[src/rtl/core/udhrs_pkg.sv]
// Package for the up/down hold-repeat setter: payload types, register indexes and constants.
`default_nettype none
package udhrs_pkg;

   localparam int TIMER_WIDTH = 16;
   localparam int VALUE_WIDTH = 8;
   localparam int HOLD_WIDTH  = 8;
   localparam int CSR_WIDTH   = 16;

   localparam logic [TIMER_WIDTH-1:0] TIMER_MAX = {TIMER_WIDTH{1'b1}};
   localparam logic [VALUE_WIDTH-1:0] VALUE_MAX = {VALUE_WIDTH{1'b1}};
   localparam logic [HOLD_WIDTH-1:0]  HOLD_MAX  = {HOLD_WIDTH{1'b1}};

   localparam logic [VALUE_WIDTH-1:0] VALUE_RESET         = VALUE_WIDTH'(1);
   localparam logic [15:0]            DEBOUNCE_TICKS_RESET = 16'd150;
   localparam logic [15:0]            REPEAT_TICKS_RESET   = 16'd1000;
   localparam logic [15:0]            CONFIRM_TICKS_RESET  = 16'd1000;
   localparam logic [7:0]             FAST_AFTER_RESET     = 8'd5;

   typedef enum logic [1:0] {
      CSR_DEBOUNCE_TICKS = 2'd0,
      CSR_REPEAT_TICKS   = 2'd1,
      CSR_CONFIRM_TICKS  = 2'd2,
      CSR_FAST_AFTER     = 2'd3
   } csr_index_type;

   typedef struct packed {
      logic up_pressed;
      logic down_pressed;
   } req_payload_type;

   typedef struct packed {
      logic [VALUE_WIDTH-1:0] value_now;
      logic                   value_changed;
      logic                   chosen;
      logic                   confirm_pulse;
   } rsp_payload_type;

endpackage
`default_nettype wire

[src/rtl/core/up_down_hold_repeat_setter_unit.sv]
// Up/down value setter: one tick per transaction, with debounce, auto-repeat and two-button confirm.
//
// Each request transaction is one timer tick carrying the up and down button levels; each
// tick gives exactly one response transaction with the value after that tick. The tick is
// folded into the timer and value state in the same cycle it is accepted and the result lands
// in an output register, so one tick is taken every clock cycle unless the response is stalled;
// a new tick is still taken while a response waits, as long as rsp_ready is high that
// cycle. The value starts at 1, floors at 0 and saturates at its maximum. Once both buttons
// have been held past confirm_ticks the chosen flag sticks and further ticks leave the
// value alone. CSR writes take effect on the next tick.
`default_nettype none
module up_down_hold_repeat_setter_unit
   import udhrs_pkg::*;
(
   input  wire logic             clock,
   input  wire logic             reset,
   input  wire logic             req_valid,
   output logic                  req_ready,
   input  wire req_payload_type  req_data,
   output logic                  rsp_valid,
   input  wire logic             rsp_ready,
   output rsp_payload_type       rsp_data,
   input  wire logic             csr_we,
   input  wire csr_index_type    csr_index,
   input  wire logic [CSR_WIDTH-1:0] csr_wdata
);

   // configuration
   logic [TIMER_WIDTH-1:0] debounce_ff, repeat_ff, confirm_ff;
   logic [HOLD_WIDTH-1:0]  fast_after_ff;

   // tick state
   logic [VALUE_WIDTH-1:0] value_ff, value_in;
   logic                   chosen_ff, chosen_in;
   logic [TIMER_WIDTH-1:0] up_el_ff, up_el_in, dn_el_ff, dn_el_in, both_el_ff, both_el_in;
   logic                   up_tim_ff, up_tim_in, up_lat_ff, up_lat_in;
   logic                   dn_tim_ff, dn_tim_in, dn_lat_ff, dn_lat_in;
   logic                   both_tim_ff, both_tim_in;
   logic [HOLD_WIDTH-1:0]  hold_ff, hold_in;

   // output register
   logic                   rsp_valid_ff;
   rsp_payload_type        rsp_data_ff, rsp_data_in;

   logic                   accept;
   logic [TIMER_WIDTH-1:0] up_adv, dn_adv, both_adv;
   logic [HOLD_WIDTH-1:0]  hold_inc;
   logic [VALUE_WIDTH:0]   up_sum;
   logic [VALUE_WIDTH-1:0] dn_step;
   logic                   pulse;

   assign req_ready = !rsp_valid_ff || rsp_ready;
   assign accept    = req_valid && req_ready;
   assign rsp_valid = rsp_valid_ff;
   assign rsp_data  = rsp_data_ff;

   always_comb begin
      value_in    = value_ff;
      chosen_in   = chosen_ff;
      up_el_in    = up_el_ff;
      up_tim_in   = up_tim_ff;
      up_lat_in   = up_lat_ff;
      dn_el_in    = dn_el_ff;
      dn_tim_in   = dn_tim_ff;
      dn_lat_in   = dn_lat_ff;
      both_el_in  = both_el_ff;
      both_tim_in = both_tim_ff;
      hold_in     = hold_ff;
      pulse       = 1'b0;
      up_sum      = '0;
      dn_step     = '0;

      // timers restart at zero, otherwise advance and saturate
      up_adv   = !up_tim_ff ? '0 : (up_el_ff == TIMER_MAX ? up_el_ff : up_el_ff + 1'b1);
      dn_adv   = !dn_tim_ff ? '0 : (dn_el_ff == TIMER_MAX ? dn_el_ff : dn_el_ff + 1'b1);
      both_adv = !both_tim_ff ? '0 :
                 (both_el_ff == TIMER_MAX ? both_el_ff : both_el_ff + 1'b1);
      hold_inc = (hold_ff == HOLD_MAX) ? hold_ff : hold_ff + 1'b1;

      if (!chosen_ff) begin
         if (req_data.up_pressed && req_data.down_pressed) begin
            up_lat_in   = 1'b1;
            dn_lat_in   = 1'b1;
            up_tim_in   = 1'b0;
            up_el_in    = '0;
            dn_tim_in   = 1'b0;
            dn_el_in    = '0;
            hold_in     = '0;
            both_tim_in = 1'b1;
            both_el_in  = both_adv;
            if (both_adv > confirm_ff) begin
               chosen_in   = 1'b1;
               pulse       = 1'b1;
               both_tim_in = 1'b0;
               both_el_in  = '0;
            end
         end else begin
            both_tim_in = 1'b0;
            both_el_in  = '0;

            if (req_data.up_pressed) begin
               up_tim_in = 1'b1;
               up_el_in  = up_adv;
               if (!up_lat_ff && up_adv > debounce_ff) begin
                  up_sum    = {1'b0, value_ff} + 1'b1;
                  value_in  = up_sum[VALUE_WIDTH] ? VALUE_MAX : up_sum[VALUE_WIDTH-1:0];
                  up_lat_in = 1'b1;
                  up_el_in  = '0;
                  hold_in   = HOLD_WIDTH'(1);
               end else if (up_lat_ff && up_adv > repeat_ff) begin
                  // fast test uses the count before it advances
                  up_sum   = {1'b0, value_ff} +
                             ((hold_ff >= fast_after_ff) ? (VALUE_WIDTH+1)'(2)
                                                         : (VALUE_WIDTH+1)'(1));
                  value_in = up_sum[VALUE_WIDTH] ? VALUE_MAX : up_sum[VALUE_WIDTH-1:0];
                  up_el_in = '0;
                  hold_in  = hold_inc;
               end
            end else begin
               up_tim_in = 1'b0;
               up_el_in  = '0;
               up_lat_in = 1'b0;
            end

            if (req_data.down_pressed) begin
               dn_tim_in = 1'b1;
               dn_el_in  = dn_adv;
               if (!dn_lat_ff && dn_adv > debounce_ff) begin
                  dn_lat_in = 1'b1;
                  dn_el_in  = '0;
                  hold_in   = HOLD_WIDTH'(1);
                  value_in  = (value_ff != '0) ? value_ff - 1'b1 : value_ff;
               end else if (dn_lat_ff && dn_adv > repeat_ff) begin
                  // down side advances the count before the fast test
                  dn_el_in = '0;
                  hold_in  = hold_inc;
                  dn_step  = (hold_inc >= fast_after_ff) ? VALUE_WIDTH'(2) : VALUE_WIDTH'(1);
                  value_in = (value_ff > dn_step) ? value_ff - dn_step : '0;
               end
            end else begin
               dn_tim_in = 1'b0;
               dn_el_in  = '0;
               dn_lat_in = 1'b0;
            end

            if (!req_data.up_pressed && !req_data.down_pressed) begin
               hold_in = '0;
            end
         end
      end

      rsp_data_in.value_now     = value_in;
      rsp_data_in.value_changed = (value_in != value_ff);
      rsp_data_in.chosen        = chosen_in;
      rsp_data_in.confirm_pulse = pulse;
   end

   always_ff @(posedge clock) begin
      if (reset) begin
         debounce_ff   <= DEBOUNCE_TICKS_RESET;
         repeat_ff     <= REPEAT_TICKS_RESET;
         confirm_ff    <= CONFIRM_TICKS_RESET;
         fast_after_ff <= FAST_AFTER_RESET;
      end else if (csr_we) begin
         case (csr_index)
            CSR_DEBOUNCE_TICKS: debounce_ff   <= csr_wdata[TIMER_WIDTH-1:0];
            CSR_REPEAT_TICKS:   repeat_ff     <= csr_wdata[TIMER_WIDTH-1:0];
            CSR_CONFIRM_TICKS:  confirm_ff    <= csr_wdata[TIMER_WIDTH-1:0];
            CSR_FAST_AFTER:     fast_after_ff <= csr_wdata[HOLD_WIDTH-1:0];
            default: ;
         endcase
      end
   end

   always_ff @(posedge clock) begin
      if (reset) begin
         value_ff    <= VALUE_RESET;
         chosen_ff   <= 1'b0;
         up_el_ff    <= '0;
         up_tim_ff   <= 1'b0;
         up_lat_ff   <= 1'b0;
         dn_el_ff    <= '0;
         dn_tim_ff   <= 1'b0;
         dn_lat_ff   <= 1'b0;
         both_el_ff  <= '0;
         both_tim_ff <= 1'b0;
         hold_ff     <= '0;
      end else if (accept) begin
         value_ff    <= value_in;
         chosen_ff   <= chosen_in;
         up_el_ff    <= up_el_in;
         up_tim_ff   <= up_tim_in;
         up_lat_ff   <= up_lat_in;
         dn_el_ff    <= dn_el_in;
         dn_tim_ff   <= dn_tim_in;
         dn_lat_ff   <= dn_lat_in;
         both_el_ff  <= both_el_in;
         both_tim_ff <= both_tim_in;
         hold_ff     <= hold_in;
      end
   end

   always_ff @(posedge clock) begin
      if (reset) begin
         rsp_valid_ff <= 1'b0;
      end else if (accept) begin
         rsp_valid_ff <= 1'b1;
      end else if (rsp_ready) begin
         rsp_valid_ff <= 1'b0;
      end
   end

   always_ff @(posedge clock) begin
      if (accept) begin
         rsp_data_ff <= rsp_data_in;
      end
   end

   // confirm pulse only ever comes with the chosen flag
   a_pulse_chosen: assert property (@(posedge clock) disable iff (reset)
      rsp_valid_ff && rsp_data_ff.confirm_pulse |-> rsp_data_ff.chosen)
      else $error("confirm pulse without chosen");

   // chosen is sticky until reset
   a_chosen_sticky: assert property (@(posedge clock) disable iff (reset)
      chosen_ff |=> chosen_ff)
      else $error("chosen flag dropped");

   // once chosen, ticks leave the value alone and report no change
   a_frozen_value: assert property (@(posedge clock) disable iff (reset)
      chosen_ff && accept |=> value_ff == $past(value_ff) && !rsp_data_ff.value_changed)
      else $error("value moved after confirmation");

endmodule
`default_nettype wire

[config.mk]
export PLATFORM = sky130hd
export DESIGN_NAME = up_down_hold_repeat_setter_unit
export DESIGN_NICKNAME = d
export VERILOG_FILES = /design/src/rtl/core/udhrs_pkg.sv /design/src/rtl/core/up_down_hold_repeat_setter_unit.sv
export SDC_FILE = /design/constraint.sdc
export NUM_CORES = 1
export LEC_CHECK = 0
export BUFFER_PORTS_ARGS = -buffer_cell sky130_fd_sc_hd__buf_2
export CAP_MARGIN = 10
export CORE_AREA = 2 2 175 108
export CTS_CLUSTER_SIZE = 8
export DETAILED_ROUTE_END_ITERATION = 7
export DIE_AREA = 0 0 177 110
export PLACE_DENSITY = 0.73
export REMOVE_ABC_BUFFERS = 1
export SETUP_SLACK_MARGIN = 0.05
export SLEW_MARGIN = 15
export SYNTH_ARGS = -nofsm -noshare
export SYNTH_HDL_FRONTEND = slang
export SYNTH_SLANG_ARGS = --single-unit
[constraint.sdc]
create_clock -name clock -period 4.3 [get_ports clock]
set_clock_uncertainty 0.2 [all_clocks]
set_input_delay 0.43 -clock clock [delete_from_list [all_inputs] [get_ports clock]]
set_output_delay 0.43 -clock clock [all_outputs]
set_load 0.05 [all_outputs]
==> Word-level counts from Yosys, hierarchy flattened <==
Cells that the tools add are included.
{ "op_classes": {"addsub": 8, "n_lt_le_gt_ge": 8, "n_eq_ne": 10, "muxes": 56, "bitwise_logic": 1, "reduce_logical": 23} }
{ "ops": {"columns": ["operator", "count"], "rows": [
  ["16-bit 2-to-1 mux", 16],
  ["8-bit 2-to-1 mux", 21],
  ["16-bit greater-than comparator", 5],
  ["16-bit by 1-bit adder with 16-bit output (second input constant)", 3],
  ["16-bit equality test (second input constant)", 3],
  ["1-bit 2-to-1 mux", 17],
  ["8-bit greater-or-equal comparator", 2],
  ["2-bit AND reduction", 5],
  ["8-bit by 1-bit adder with 9-bit output (second input constant)", 1],
  ["8-bit by 2-bit adder with 9-bit output", 1],
  ["8-bit by 1-bit adder with 8-bit output (second input constant)", 1],
  ["8-bit equality test (second input constant)", 1],
  ["8-bit by 2-bit greater-than comparator with 1-bit output", 1],
  ["8-bit inequality test", 1],
  ["8-bit nonzero test", 1],
  ["8-bit by 1-bit subtractor with 8-bit output (second input constant)", 1],
  ["8-bit by 2-bit subtractor with 8-bit output", 1],
  ["1-bit logical AND", 7],
  ["3-bit by 1-bit inequality test with 1-bit output (second input constant)", 2],
  ["3-bit AND reduction", 2],
  ["1-bit logical NOT", 5],
  ["2-bit equality test (second input constant)", 2],
  ["2-bit 2-to-1 mux", 2],
  ["2-bit by 1-bit equality test with 1-bit output (second input constant)", 1],
  ["4 further kinds", 4]
]} }
{ "word_totals": {"register_bits": 138, "output_inout_bits": 13, "word_cells": 126} }

==> Depth between registers and ports, before layout <==
Gate-level depths: netlist (run 1).
{ "logic_depth": {"word_depth": 14, "mapped_depth": 23, "ltp_nobuf": 22} }

==> Worst setup path after synthesis (run 1) <==
No wires, ideal clock.
{ "synth_timing": {"path_type": "register to register", "start": "reg hold_ff[1]", "end": "reg rsp_data_ff (netlist bit rsp_data[2]), data pin", "setup_time_ps": 273, "t_arrival_ps": 4283, "t_required_ps": 3827, "setup_slack_ps": -456, "stages_incl_launch_ff": 20, "cell_sequence": "dfxtp_1 > ha_1 > nand2_1 > nor2_1 > nand3_1 > mux2_2 > ha_1 > a2111o_1 > a41oi_2 > nor2b_1 > xnor2_1 > ha_1 > nand4_1 > o21ai_2 > or2_4 > a32oi_2 > nor4_1 > a211o_1 > a2111oi_2 > nand4_1"} }
{ "synth_rtl": {"columns": ["item", "line_no", "text"], "rows": [
  ["start, declared", "up_down_hold_repeat_setter_unit.sv:39", "logic [HOLD_WIDTH-1:0] hold_ff, hold_in;"],
  ["start signal, assigned", "up_down_hold_repeat_setter_unit.sv:199", "hold_ff <= hold_in;"],
  ["end signal, assigned", "up_down_hold_repeat_setter_unit.sv:215", "rsp_data_ff <= rsp_data_in;"],
  ["end, declared", "up_down_hold_repeat_setter_unit.sv:43", "rsp_payload_type rsp_data_ff, rsp_data_in;"]
]} }

==> results.json, run 1 <==
{
  "yosysMostFrequentCell": "nand2_1",
  "worst_slack_ns": -0.2951,
  "diodes": 0,
  "peakVddDrop_mv": 0.2571,
  "synth-edff-count": 11,
  "drive_gt1_share_pct": 32.59,
  "startpoint_type": "flop",
  "cts_tree": "built",
  "gr-total-overflow": 0,
  "crit_fanout": 5,
  "synth.cell_area_mm2": 0.01005,
  "synth_top_cell_area_share_pct": 25.29,
  "die_area_mm2": 0.01947,
  "drt-initial-drc-count": 1300,
  "max_freq_mhz": 217.6,
  "worst_pin_slew_ns": 1.058,
  "wl_per_cell_um": 20.69,
  "dieHeight_um": 110,
  "finalPower_mw": 3.466,
  "cts_buffer_depth": 2,
  "clkTransAtPathRegs_ns": 0.07,
  "firstDrtPassIters": 6,
  "synth_top_area_cell": "dfxtp_1",
  "synth-compound-area-share_pct": 23.52,
  "rsz0062_at_grt": "yes",
  "netlist_instances": 1284,
  "slowest_stage": "dfxtp_2",
  "ant_nets": 0,
  "cp-end-kind": "flop",
  "muxShareOfSynthArea_pct": 1.021,
  "avgSynthCellArea_um2": 7.830,
  "worstSkewPairLatency_ns": 0.44,
  "numCtsBuffers": 17,
  "vias": 11010,
  "cp.arrival_ns": 4.56,
  "hold_class": "primary input to flop",
  "synth_xor_area_share_pct": 3.920,
  "ys_seq_area_share_pct": 28.57,
  "synthAdderAreaFrac_pct": 13.27,
  "ys.flop_type": "dfxtp_1",
  "synth_area_leaders": "dfxtp_1 (25%), ha_1 (13%), nand2_1 (6.2%)",
  "period_minus_slack_ns": 4.595,
  "grt_start_max_net_pins": 86,
  "fin_crit_sh_pct": 106.9,
  "postSynth.asyncResetShare_pct": 0,
  "ys_ff_latch": 138,
  "num_rows": 38,
  "cts_max_level": 4,
  "initial_utilization_pct": 56.39,
  "cts.sinks": 138,
  "cap_violations": 0,
  "grt_util_all_layers_pct": 36.55,
  "synth_cell_types": 91,
  "dp.cells": 1696,
  "io_pins": 38,
  "synthTopCellsByCount": "nand2_1 (166), nor2_1 (145), dfxtp_1 (127)",
  "finalHoldViolCount": 0,
  "grt_pass1_wl_um": 54790,
  "drv_slew": 0,
  "worstPathCellList": "ha_4 > nand2_4 > nor2_4 > nand3_4 > buf_6 > nand2b_4 > nor2_1 > xor2_1 > ha_1 > nand3_2 > a21boi_1 > a41oi_2 > nor2b_4 > xnor2_2 > ha_4 > nand4_1 > o21ai_2 > or2_4 > a32oi_4 > nor4_2 > a211o_1 > a2111oi_4 > nand4_1",
  "area_delta_synth_final_pct": 36.59,
  "antenna_found_initial": 0,
  "ctsHoldBuffers": 0,
  "slowest_delay_ns": 0.36,
  "synth_simple_gate_area_share_pct": 23.72,
  "ys_warn_count": 0,
  "final-instance-count-excl-fill": 1768,
  "core_mm2": 0.01783,
  "viasPerCell": 6.229,
  "place_hpwl_um": 25590,
  "grt_pass1_vias": 10120,
  "status": "finished, violations left",
  "numPortBuffers": 37,
  "gp_congestion": 1.043,
  "cp.required_ns": 4.27,
  "die_w_um": 177,
  "crit_type": "flop to flop",
  "final_nets": 1646,
  "power_leakage_nw": 5.548,
  "synth_top_family_by_area": "simple AND/OR/NAND/NOR gates",
  "relSlewSlack_pct": 29.42,
  "cts-root-buf": "clkbuf_16",
  "setup_viol": 15,
  "wl_um": 36580,
  "violations": "setup timing",
  "power_density_mw_per_mm2": 252.4,
  "drcViolationCount": 0
}
[metrics by stage]
step | util [%] | hold WS, ns | area [um2] | setup WS [ns] | setup TNS, ns
global route | 77.02 | 0.04858 | 13730 | -0.5091 | -5.875
floorplan | - | 0.2303 | 9749 | -0.8657 | -16.48
global placement | 65.69 | 0.2425 | 11710 | -0.5374 | -6.019
detailed placement | 65.69 | 0.2471 | 11710 | -0.6399 | -8.367
finish | 77.02 | 0.03567 | 13730 | -0.2951 | -1.776
CTS | 73.75 | 0.02842 | 13150 | -0.1012 | -0.1878
[routing by layer]
metal,up-vias,part of all wire [%],GRT usage [%]
met1,5184,44,51.86
met4,0,1.7,8.323
met2,612,41,51.36
li1,5144,-,-
met5,-,0,0
met3,73,13,14.78
[worst max-delay path, delay by kind of cell, from the launching register on]
family | cells | cell delay [ns]
buf+inv | 1 | 0.16
simple gates | 11 | 1.38
compound gates | 6 | 1.23
fa+ha+maj | 3 | 0.66
xor+xnor | 2 | 0.32
flops | 1 | 0.36
[state kept, by name, indices dropped and copies added, names as in the netlist, 8 cells and up]
name and cells:
both_el_ff 16, confirm_ff 16, debounce_ff 16, dn_el_ff 16, fast_after_ff 8, hold_ff 8, repeat_ff 16, rsp_data 11
up_el_ff 16, value_ff 8
[path summary, 6_finish.rpt]
kind         cells past startpoint        endpoint           start  slack [ns]
max                             23     rsp_data[2]      hold_ff[0]       -0.30
min                              3       rsp_valid       req_valid        0.04
max reg2reg                     23     rsp_data[2]      hold_ff[0]       -0.30
min reg2reg                      2  confirm_ff[15]  confirm_ff[15]        0.26
[power by group]
part	switching, mW	total (mW)	internal [mW]	leakage [nW]
Clock	0.639	1.56	0.926	0.295
Sequential	0.0252	1.36	1.33	1.14
Combinational	0.350	0.545	0.195	4.11
Total	1.01	3.47	2.45	5.55
[cells by family after synthesis]
| group | Yosys count |
|---|---|
| muxes | 10 |
| DFF | 138 |
| AOI/OAI and AO/OA | 342 |
| buffers and inverters | 139 |
| and+or+nand+nor | 504 |
| adders and majority gates | 106 |
| xor gates and xnor gates | 45 |
[layout by cell type (no fill, tap or decap), drive strengths merged, types with 8 or more instances in the layout]
master | synthesis | layout
edfxtp | 11 | 11
mux2i | 8 | 8
nor2b | 14 | 14
xnor2 | 22 | 22
nand4 | 27 | 27
inv | 75 | 83
a21oi | 92 | 92
and3 | 10 | 10
nand2b | 12 | 12
nor3 | 27 | 27
buf | 12 | 272
or3 | 9 | 9
a211oi | 12 | 12
nand3 | 45 | 45
a31oi | 12 | 12
a22o | 13 | 13
xor2 | 23 | 23
dfxtp | 127 | 127
o211ai | 23 | 23
ha | 105 | 105
a21o | 10 | 10
nand2 | 167 | 167
clkbuf | 47 | 18
o21a | 12 | 12
and4 | 17 | 17
nor2 | 146 | 146
a22oi | 45 | 45
o21ai | 50 | 50
[what timing repair did]
item                                    4_1_cts  5_1_grt
pin swaps                                    76       45
buffers inserted                             23       20
gates resized for setup                     150       93
gates cloned                                  0        1
endpoints found under the setup margin       27       52
[final cells by class]
type | count | area [um2]
clock inverters | 14 | 180.2
clock buffers | 18 | 429.2
flip-flops and latches | 138 | 2893
fillers | 1258 | 4098
inverters | 79 | 296.5
well taps | 240 | 300.3
multi-input cells | 1007 | 7589
repair buffers | 272 | 2044
Power figures use the tool's default switching activity.
==> run 2: changes to the inputs <==
CELL_PAD_IN_SITES_DETAIL_PLACEMENT = 1   (was default)
CELL_PAD_IN_SITES_GLOBAL_PLACEMENT = 2   (was default)
CORE_AREA = 2 2 225 139   (was 2 2 175 108)
DIE_AREA = 0 0 227 141   (was 0 0 177 110)
PLACE_DENSITY = 0.72   (was 0.73)
==> run 2 against run 1 <==
The flow still finishes with violations (setup timing). Non-clock buffer count rose by 60. Global-route usage fell by 9.8 points. Clock power barely moved. Maximum frequency fell by 2.0%. Largest cell class unchanged. Sequential power barely moved. Register-to-register slack got worse by 0.09 ns. Count of clock-buffer cells in the layout rose by 1.
==> results.json, run 2 (synthesis results as in run 1) <==
{
  "wl_um": 43670,
  "hold_class": "primary input to flop",
  "final_nets": 1706,
  "timing.rr.start": "hold_ff[0]",
  "holdPathStages": 3,
  "rr_endpoint": "rsp_data[2]",
  "crit_type": "flop to flop",
  "cts_tree": "built",
  "numPortBuffers": 37,
  "power_leakage_nw": 5.895,
  "grt_util_all_layers_pct": 26.79,
  "cp.required_ns": 4.31,
  "fin_crit_sh_pct": 109.0,
  "io_pins": 38,
  "dp_slack_ns": -0.8169,
  "hold_start": "csr_wdata[10]",
  "crit_fanout": 6,
  "initial_utilization_pct": 33.20,
  "finalSetupTns_ns": -3.161,
  "final-instance-count-excl-fill": 2003,
  "viasPerCell": 5.585,
  "slowest_stage": "dfxtp_4",
  "gr-total-overflow": 0,
  "cts_max_level": 4,
  "cp.arrival_ns": 4.69,
  "die_w_um": 227,
  "worst_pin_slew_ns": 1.008,
  "multiInputGateArea_mm2": 0.007771,
  "drv_slew": 0,
  "startpoint_type": "flop",
  "power_density_mw_per_mm2": 238.7,
  "r2r_slack_ns": -0.39,
  "num_rows": 50,
  "path_delay_family": "compound AO/OA/AOI/OAI gates",
  "nFillCells": 3611,
  "hold_end": "confirm_ff[10]",
  "status": "finished, violations left",
  "drcViolationCount": 0,
  "mostFrequentLayoutCells": "buf_4 (261), nand2_1 (158), nor2_1 (122)",
  "core_mm2": 0.03028,
  "slowest_delay_ns": 0.38,
  "ant_nets": 0,
  "whs_ns": 0.03407,
  "firstDrtPassIters": 5,
  "cts-root-buf": "clkbuf_16",
  "gp_congestion": 0.9341,
  "area_delta_synth_final_pct": 45.63,
  "place_area_mm2": 0.01223,
  "diodes": 0,
  "numCtsBuffers": 17,
  "grt_start_max_net_pins": 54,
  "relSlewSlack_pct": 32.83,
  "final_common_cell": "buf_4",
  "r2r_cells": 25,
  "clkTransAtPathRegs_ns": 0.07,
  "cp_common_cell": "buf_4",
  "dp.cells": 1906,
  "finalHoldViolCount": 0,
  "violations": "setup timing",
  "antenna_found_initial": 0,
  "grt_pass1_vias": 11160,
  "vias": 11190,
  "setup_viol": 16,
  "cts.sinks": 138,
  "dieHeight_um": 141,
  "seqCellArea_mm2": 0.002897,
  "rsz0062_at_grt": "yes",
  "final_core_util_pct": 48.35,
  "wl_per_cell_um": 21.80,
  "cts_buffer_depth": 2,
  "final_area_mm2": 0.01464,
  "finalPower_mw": 3.495,
  "grt_pass1_wl_um": 65210,
  "place_hpwl_um": 31370,
  "peakVddDrop_mv": 0.2934,
  "die_area_mm2": 0.03201,
  "cp-end-kind": "flop",
  "drive_gt1_share_pct": 36.23,
  "worstSkewPairLatency_ns": 0.46,
  "worst_slack_ns": -0.3879,
  "cap_violations": 0,
  "max_freq_mhz": 213.3,
  "drt-initial-drc-count": 743,
  "period_minus_slack_ns": 4.688,
  "critPathBufInv": 5
}
-- run 2: report_power, final --
part	total, mW	internal, mW	switching, mW
combinational	0.607	0.221	0.386
clock	1.54	0.874	0.664
sequential	1.35	1.33	0.0191
-- run 2: repair_timing --
item	4_1_cts	5_1_grt
hold buffers	1	0
cloned	1	2
setup endpoints to repair	41	65
buffers inserted	39	32
pin swaps	88	100
gates resized for setup	176	113
endpoints found under the hold margin	1	0
-- run 2: worst max path at each step --
| stage | to | slack [ns] | start | depth (start not counted) |
|---|---|---|---|---|
| floorplan | rsp_data[2] | -0.87 | dn_el_ff[2] | 16 |
| global placement | rsp_data[9] | -0.61 | hold_ff[0] | 20 |
| detailed placement | rsp_data[9] | -0.82 | hold_ff[0] | 20 |
| CTS | rsp_data[2] | -0.24 | hold_ff[1] | 19 |
| global route | rsp_data[2] | -0.59 | hold_ff[0] | 25 |
| finish | rsp_data[2] | -0.39 | hold_ff[0] | 25 |
-- run 2: cell type report --
type                            count  area share, %
Multi-Input combinational cell   1007          53.08
Sequential cell                   138          19.78
Timing Repair Buffer              332          17.55
Tap cell                          416          3.555
Clock buffer                       19          3.025
Inverter                           79          2.025
Clock inverter                     12         0.9743
-- run 2: layer usage --
layer | track usage [%] | wire length (um) | vias up
met1 | 40.84 | 22300 | 5589
met3 | 5.315 | 2699 | 42
li1 | - | - | 5261
met2 | 37.94 | 18120 | 295
met5 | 0 | 0 | -
met4 | 6.674 | 556 | 0
-- run 2: worst reg2reg max path, cell delays in order (launching register included) --
cell and delay (ns):
dfxtp_4 0.38, buf_6 0.10, inv_1 0.03, ha_1 0.28, nand2b_4 0.16, a21oi_4 0.15
nor2b_1 0.06, o21ai_1 0.12, nand2b_1 0.09, a21oi_2 0.13, nor2b_1 0.06, o21ai_1 0.13
nand2b_1 0.14, a21oi_2 0.17, ha_2 0.19, buf_4 0.11, fa_2 0.28, buf_4 0.19
a21oi_1 0.09, a32oi_1 0.29, nand2_1 0.19, buf_4 0.19, nor2_1 0.16, a211oi_2 0.11
a2111oi_2 0.33, nand4_1 0.12
